$ cat config.mk
export PLATFORM = sky130hd
export DESIGN_NAME = varint_layer_framing_check_top
export DESIGN_NICKNAME = d
export VERILOG_FILES = /design/src/hdl/vlfc_pkg.sv /design/src/hdl/varint_layer_framing_check_top.sv /design/src/hdl/vlfc_framer.sv
export SDC_FILE = /design/constraint.sdc
export NUM_CORES = 1
export LEC_CHECK = 0
export ABC_CLOCK_PERIOD_IN_PS = 4140
export BUFFER_PORTS_ARGS = -buffer_cell sky130_fd_sc_hd__buf_2
export CELL_PAD_IN_SITES_DETAIL_PLACEMENT = 0
export CELL_PAD_IN_SITES_GLOBAL_PLACEMENT = 2
export CORE_UTILIZATION = 35
export CTS_BUF_LIST = sky130_fd_sc_hd__clkbuf_4
export DETAILED_ROUTE_END_ITERATION = 8
export HOLD_SLACK_MARGIN = 0.15
export PLACE_DENSITY_LB_ADDON = 0.1
export SYNTH_ARGS = -nofsm -noshare
export SYNTH_HDL_FRONTEND = slang
export SYNTH_HIERARCHICAL = 1
export SYNTH_SLANG_ARGS = --single-unit
$ cat constraint.sdc
create_clock -name clk -period 4.14 [get_ports clk]
set_input_delay 1.035 -clock clk [delete_from_list [all_inputs] [get_ports clk]]
set_output_delay 1.035 -clock clk [all_outputs]
set_load 0.01 [all_outputs]
$ cat src/hdl/vlfc_pkg.sv
// Shared types and constants for the varint layer framing check.
// No dependencies; imported by vlfc_framer and varint_layer_framing_check_top.
package vlfc_pkg;

  localparam int unsigned DATA_W     = 8;
  localparam int unsigned ACC_W      = 64;
  localparam int unsigned GROUP_W    = 7;
  localparam int unsigned COUNT_W    = 4;
  localparam int unsigned MAX_GROUPS = 10;

  localparam logic [1:0] PH_LEN  = 2'd0;
  localparam logic [1:0] PH_TAG  = 2'd1;
  localparam logic [1:0] PH_BODY = 2'd2;
  localparam logic [1:0] PH_FAIL = 2'd3;

  localparam logic [DATA_W-1:0] TAG_A     = 8'h01;
  localparam logic [DATA_W-1:0] TAG_B     = 8'h02;
  localparam logic [DATA_W-1:0] GROUP_MSK = 8'h7f;
  localparam logic [DATA_W-1:0] CONT_MSK  = 8'h80;

  typedef struct packed {
    logic [DATA_W-1:0] data_byte;
    logic              last_byte;
  } item_t;

endpackage

$ cat src/hdl/varint_layer_framing_check_top.sv
// A final beat passes the input register, then its verdict waits in the output register.
// Throughput: one input beat per cycle while no final beat waits on an untaken verdict.
// Only a final beat yields an output; other beats advance even while a verdict waits.
// Reset (rst, synchronous, active high) empties both registers and clears framing state.
// Top level: input register, vlfc_framer, verdict output register. Depends on vlfc_pkg.
module varint_layer_framing_check_top
  import vlfc_pkg::*;
(
  input  logic       clk,
  input  logic       rst,
  input  logic       s_tvalid,
  output logic       s_tready,
  input  logic [7:0] s_tdata,  // [7:0] data_byte
  input  logic       s_tlast,  // last_byte
  output logic       m_tvalid,
  input  logic       m_tready,
  output logic [7:0] m_tdata   // [0] is_tile, [7:1] zero
);

  logic  in_valid;
  item_t in_item;
  logic  in_advance;
  logic  verdict;
  logic  is_tile;

  assign in_advance = in_valid && (!in_item.last_byte || !m_tvalid || m_tready);
  assign s_tready   = !in_valid || in_advance;

  always_ff @(posedge clk) begin
    if (rst) begin
      in_valid <= 1'b0;
    end else if (s_tready) begin
      in_valid <= s_tvalid;
    end
  end

  always_ff @(posedge clk) begin
    if (s_tready && s_tvalid) begin
      in_item.data_byte <= s_tdata;
      in_item.last_byte <= s_tlast;
    end
  end

  vlfc_framer u_framer (
    .clk     (clk),
    .rst     (rst),
    .step    (in_advance),
    .item    (in_item),
    .verdict (verdict)
  );

  always_ff @(posedge clk) begin
    if (rst) begin
      m_tvalid <= 1'b0;
    end else begin
      m_tvalid <= (m_tvalid && !m_tready) || (in_advance && in_item.last_byte);
    end
  end

  always_ff @(posedge clk) begin
    if (in_advance && in_item.last_byte) begin
      is_tile <= verdict;
    end
  end

  assign m_tdata = {7'd0, is_tile};

`ifndef SYNTH
  assert property (@(posedge clk) disable iff (rst)
    !s_tready |-> (in_valid && in_item.last_byte && m_tvalid))
    else $error("input stalled without a waiting verdict");

  assert property (@(posedge clk) disable iff (rst)
    (in_advance && in_item.last_byte) |=> m_tvalid)
    else $error("final beat produced no verdict");

  assert property (@(posedge clk) disable iff (rst)
    (in_advance && !in_item.last_byte && !(m_tvalid && !m_tready)) |=> !m_tvalid)
    else $error("verdict emitted for a non-final beat");
`endif

endmodule

$ cat src/hdl/vlfc_framer.sv
// Record framing state: LEB128 length assembly, tag check, body countdown.
// Depends on vlfc_pkg; instantiated by varint_layer_framing_check_top.
module vlfc_framer
  import vlfc_pkg::*;
(
  input  logic  clk,
  input  logic  rst,
  input  logic  step,
  input  item_t item,
  output logic  verdict
);

  logic [1:0]         phase, phase_next;
  logic [ACC_W-1:0]   length_accum, length_accum_next;
  logic [COUNT_W-1:0] group_count, group_count_next;
  logic [ACC_W-1:0]   body_remaining, body_remaining_next;
  logic               seen_record, seen_record_next;

  logic [6:0]         shift_wide;
  logic [ACC_W-1:0]   group_bits;
  logic [ACC_W-1:0]   acc_or;
  logic [ACC_W-1:0]   body_dec;
  logic [DATA_W-1:0]  b;

  assign b          = item.data_byte;
  assign shift_wide = 7'(group_count) * 7'(GROUP_W);
  assign group_bits = {{(ACC_W-DATA_W){1'b0}}, (b & GROUP_MSK)} << shift_wide[5:0];
  assign acc_or     = length_accum | group_bits;
  assign body_dec   = body_remaining - 64'd1;

  always_comb begin
    phase_next          = phase;
    length_accum_next   = length_accum;
    group_count_next    = group_count;
    body_remaining_next = body_remaining;
    seen_record_next    = seen_record;
    case (phase)
      PH_LEN: begin
        if (group_count >= COUNT_W'(MAX_GROUPS)) begin
          phase_next = PH_FAIL;
        end else begin
          length_accum_next = acc_or;
          group_count_next  = group_count + 4'd1;
          if ((b & CONT_MSK) == '0) begin
            if (acc_or == '0) begin
              phase_next = PH_FAIL;
            end else begin
              body_remaining_next = acc_or;
              length_accum_next   = '0;
              group_count_next    = '0;
              phase_next          = PH_TAG;
            end
          end
        end
      end
      PH_TAG: begin
        if (b != TAG_A && b != TAG_B) begin
          phase_next = PH_FAIL;
        end else begin
          body_remaining_next = body_dec;
          if (body_dec == '0) begin
            seen_record_next = 1'b1;
            phase_next       = PH_LEN;
          end else begin
            phase_next = PH_BODY;
          end
        end
      end
      PH_BODY: begin
        body_remaining_next = body_dec;
        if (body_dec == '0) begin
          seen_record_next = 1'b1;
          phase_next       = PH_LEN;
        end
      end
      default: begin
        phase_next = PH_FAIL;
      end
    endcase
  end

  assign verdict = (phase_next == PH_LEN) && (group_count_next == '0) && seen_record_next;

  always_ff @(posedge clk) begin
    if (rst || (step && item.last_byte)) begin
      phase          <= PH_LEN;
      length_accum   <= '0;
      group_count    <= '0;
      body_remaining <= '0;
      seen_record    <= 1'b0;
    end else if (step) begin
      phase          <= phase_next;
      length_accum   <= length_accum_next;
      group_count    <= group_count_next;
      body_remaining <= body_remaining_next;
      seen_record    <= seen_record_next;
    end
  end

`ifndef SYNTH
  assert property (@(posedge clk) disable iff (rst)
    group_count <= COUNT_W'(MAX_GROUPS))
    else $error("length group count overran");

  assert property (@(posedge clk) disable iff (rst)
    (phase == PH_TAG || phase == PH_BODY) |-> body_remaining != '0)
    else $error("body phase with nothing left to read");

  assert property (@(posedge clk) disable iff (rst)
    (step && item.last_byte) |=> (phase == PH_LEN && group_count == '0 && !seen_record))
    else $error("state not cleared after final byte");
`endif

endmodule

==> results.toml <==
[floorplan]
die-area_mm2 = 0.0282
die_w_um = 168
die_h_um = 168
ios = 23
start_util_pct = 35.7
core_area_mm2 = 0.0270
fp-row-count = 60

[setup_path]
cp_top_family = "compound AO/OA/AOI/OAI gates"
end_kind = "flop"
start_kind = "flop"
worst-setup-path-type = "reg2reg"
path_buf_inv = 4
cp_max_fo = 8
critPathMaxStageDelay_ns = 0.57
slowest_stage = "fa_2"
crit_chain = "fa_1 -> ha_4 -> fa_2 -> buf_6 -> buf_6 -> nor2_2 -> nand2_2 -> nor2_1 -> a221o_1 -> a2111o_1 -> nor4_4 -> a31oi_4 -> nor2_4 -> buf_12 -> buf_12 -> o21ba_4 -> o221a_4"
crit_arrival_ns = 4.89
worstPathRequired_ns = 4.64

[clocking]
cts-root-buf = "clkbuf_4"
cts_tree = "done"
clk_latency_ns = 0.59
cts_buffer_depth = 2
cts_max_level = 4
numCtsBuffers = 17
cts_sinks = 147
clkTransAtPathRegs_ns = 0.15
holdBufCountCts = 0

[global_route]
grt_usage_pct = 28.5
grt_max_degree = 154
grt_overflow = 0
grt_pass1_wl_um = 61300
antenna_found_initial = 2
grt_pass1_vias = 10200

[layout]
drive_gt1_share_pct = 30.2
nFillCells = 2720
areaGrowthSynthToFinish_pct = 34.2
nets = 1482

[power_and_ir_drop]
peakVddDrop_mv = 0.214
pwr_density_cell_mw_per_mm2 = 359
p_leak_nw = 5.04

[timing]
fin_skew_ns = 0.0252
post-route-period-util_pct = 106
fmax_mhz = 228
layout_min_cycle_time_ns = 4.38
setup_viol_count_final = 130
setup_tns_ns = -19.15
setup_slack_ns = -0.243
relSlewSlack_pct = 28.5
worst_pin_slew_ns = 1.07
rsz0062_at_grt = "true"
drv_slew = 0
finalHoldViolCount = 0

[synthesis]
syn_area_mm2 = 0.00963
synth-edff-count = 10
synth_cells = 1281
yosys.area.top_type = "dfxtp_1"
synth.distinct_cells = 89
async_flop_share_pct = 0
yosysWarnings = 6
ys_ff_latch = 147
yosysSeqAreaShare_pct = 31.6
synth_ff_type = "dfxtp_1"
ys_top_cells_by_area = "dfxtp_1 28%, a21oi_1 9.6%, nor2_1 6.8%"
avgSynthCellArea_um2 = 7.52
yosysTopAreaCellShare_pct = 28.5

[route]
drt-total-wl_um = 40500
wire_per_inst_um = 22.4
viasPerCell = 6.06
drc = 0
dr.first_iter.drc_count = 1054
vias = 10900
drtPass1Iterations = 6
antenna_left = 0

[run]
max-cap-violations = 0

[placed_design]
place_worst_setup_slack_ns = -0.283
portBuffers = 15
place_congestion = 0.918
hpwlAfterDp_um = 28100

[worst_hold_path]
min_path_type = "reg2reg"

[status]
status = "finished, violations left"
violations = "negative setup slack"
final cells by class:
cell class                      instances  area [um^2]  area share [%]
Tap cell                              341          427            3.30
Antenna cell                            1         2.50          0.0194
Inverter                               29          109           0.843
Multi-Input combinational cell       1003         6770            52.4
Clock buffer                           17          128           0.988
Sequential cell                       147         3050            23.6
Timing Repair Buffer                  252         2270            17.6
Clock inverter                         14          161            1.25
per-stage QoR:
step	cells	util [%]	power [W]	area, um^2	hold slack [ns]
5_1_grt	1804	47.9	0.00490	12900	0.498
4_1_cts	1794	45.6	0.00452	12300	0.479
3_5_place_dp	1735	42.0	0.00336	11300	0.450
6_report	1804	47.9	0.00464	12900	0.478
3_3_place_gp	1735	42.0	0.00337	11300	0.440
2_1_floorplan	1287	-	0.00262	9680	0.431
state kept, by name, summed over array words and instances (netlist names):
signal,cells
in_item,9
u_framer/phase,2
in_valid,1
u_framer/group_count,4
u_framer/body_remaining,64
is_tile,1
m_tvalid,1
u_framer/seen_record,1
u_framer/length_accum,64
final timing paths:
kind                                                start                     endpoint  slack, ns  cells after the start
worst max-delay path              u_framer/group_count[1]  u_framer/body_remaining[16]      -0.24                     17
worst min-delay path            u_framer/length_accum[36]    u_framer/length_accum[36]       0.48                      2
worst max register to register    u_framer/group_count[1]  u_framer/body_remaining[16]      -0.24                     17
worst min register to register  u_framer/length_accum[36]    u_framer/length_accum[36]       0.48                      2
synthesized netlist by cell type (all sizes together) (3+ instances only):
cell     number
buf          36
nor3b         3
nor2        175
o211ai        7
clkbuf       72
mux2         10
or4          16
nand2b        5
nor3         41
a21o          4
o21a          3
a221oi        3
inv          28
a211oi       16
nor4b         4
xnor2        17
nand3b        4
o221a        10
nand4b        6
a31oi        27
or2           5
a21oi       184
ha           15
o22a          3
o221ai        3
and3          8
fa            4
a211o         9
nor4         45
o22ai        22
o31ai         8
nand3        40
or3          15
nand4        19
o21ai        40
nor2b         9
xor2         17
edfxtp       10
nand2       102
and2          7
a2111oi       3
dfxtp       137
a41oi         3
o32ai        32
mux2i        13
worst reg2reg max path: cells and delay by family, from the launching register on:
family	cells	cell delay [ns]
fa+ha+maj	3	1.26
simple gates	5	0.74
buf+inv	4	0.57
flops	1	0.39
compound gates	5	1.34
cell families after synthesis:
family          count (synthesis)  share of synthesized area [%]
fa+ha+maj                      19                           2.78
compound gates                403                           26.8
buf+inv                       137                           6.09
simple gates                  516                           26.8
xor+xnor                       34                           3.09
mux                            24                           2.75
flops                         147                           31.6
other cells                     1                         0.0389
cell usage in the layout (no fill, tap or decap), types with 8 or more instances in the layout:
cell	count
dfxtp_1	134
mux2_2	10
nand4_1	19
nand3_2	8
inv_1	28
a21oi_1	166
a21oi_2	15
nor3_1	38
nand3_1	32
edfxtp_1	10
o32ai_1	16
or3_1	14
o32ai_2	16
a211oi_1	16
o221a_2	9
nor2_4	8
buf_12	8
o22ai_1	16
nor2_2	20
buf_6	25
or4_1	12
a211o_1	9
clkbuf_4	17
xnor2_1	17
buf_4	188
mux2i_1	13
buf_2	17
nor2_1	147
nor2b_1	8
ha_1	12
a31oi_1	26
o21ai_0	33
nand2_1	98
nor4_1	37
xor2_1	15
layer usage:
| layer | vias up | share of wire, % | track usage, % |
|---|---|---|---|
| li1 | 5111 | - | - |
| met3 | 51 | 5.9 | 4.14 |
| met4 | 2 | 2.0 | 8.02 |
| met5 | - | 0.032 | 0 |
| met2 | 393 | 45 | 44.7 |
| met1 | 5375 | 47 | 40.5 |
power by group:
part,internal (W),switching [W],leakage [nW],total [W]
registers,0.00147,0.0000480,1.21,0.00152
clock network,0.000413,0.000599,0.151,0.00101
logic,0.000873,0.00124,3.68,0.00211
total,0.00276,0.00188,5.04,0.00464
repair_timing:
action | in CTS | in global routing
endpoints found under the setup margin | 130 | 133
resized for setup | 77 | 107
setup buffers | 21 | 5
pin swaps | 46 | 43
cloned | 7 | 7
(Power assumes the default switching activity.)
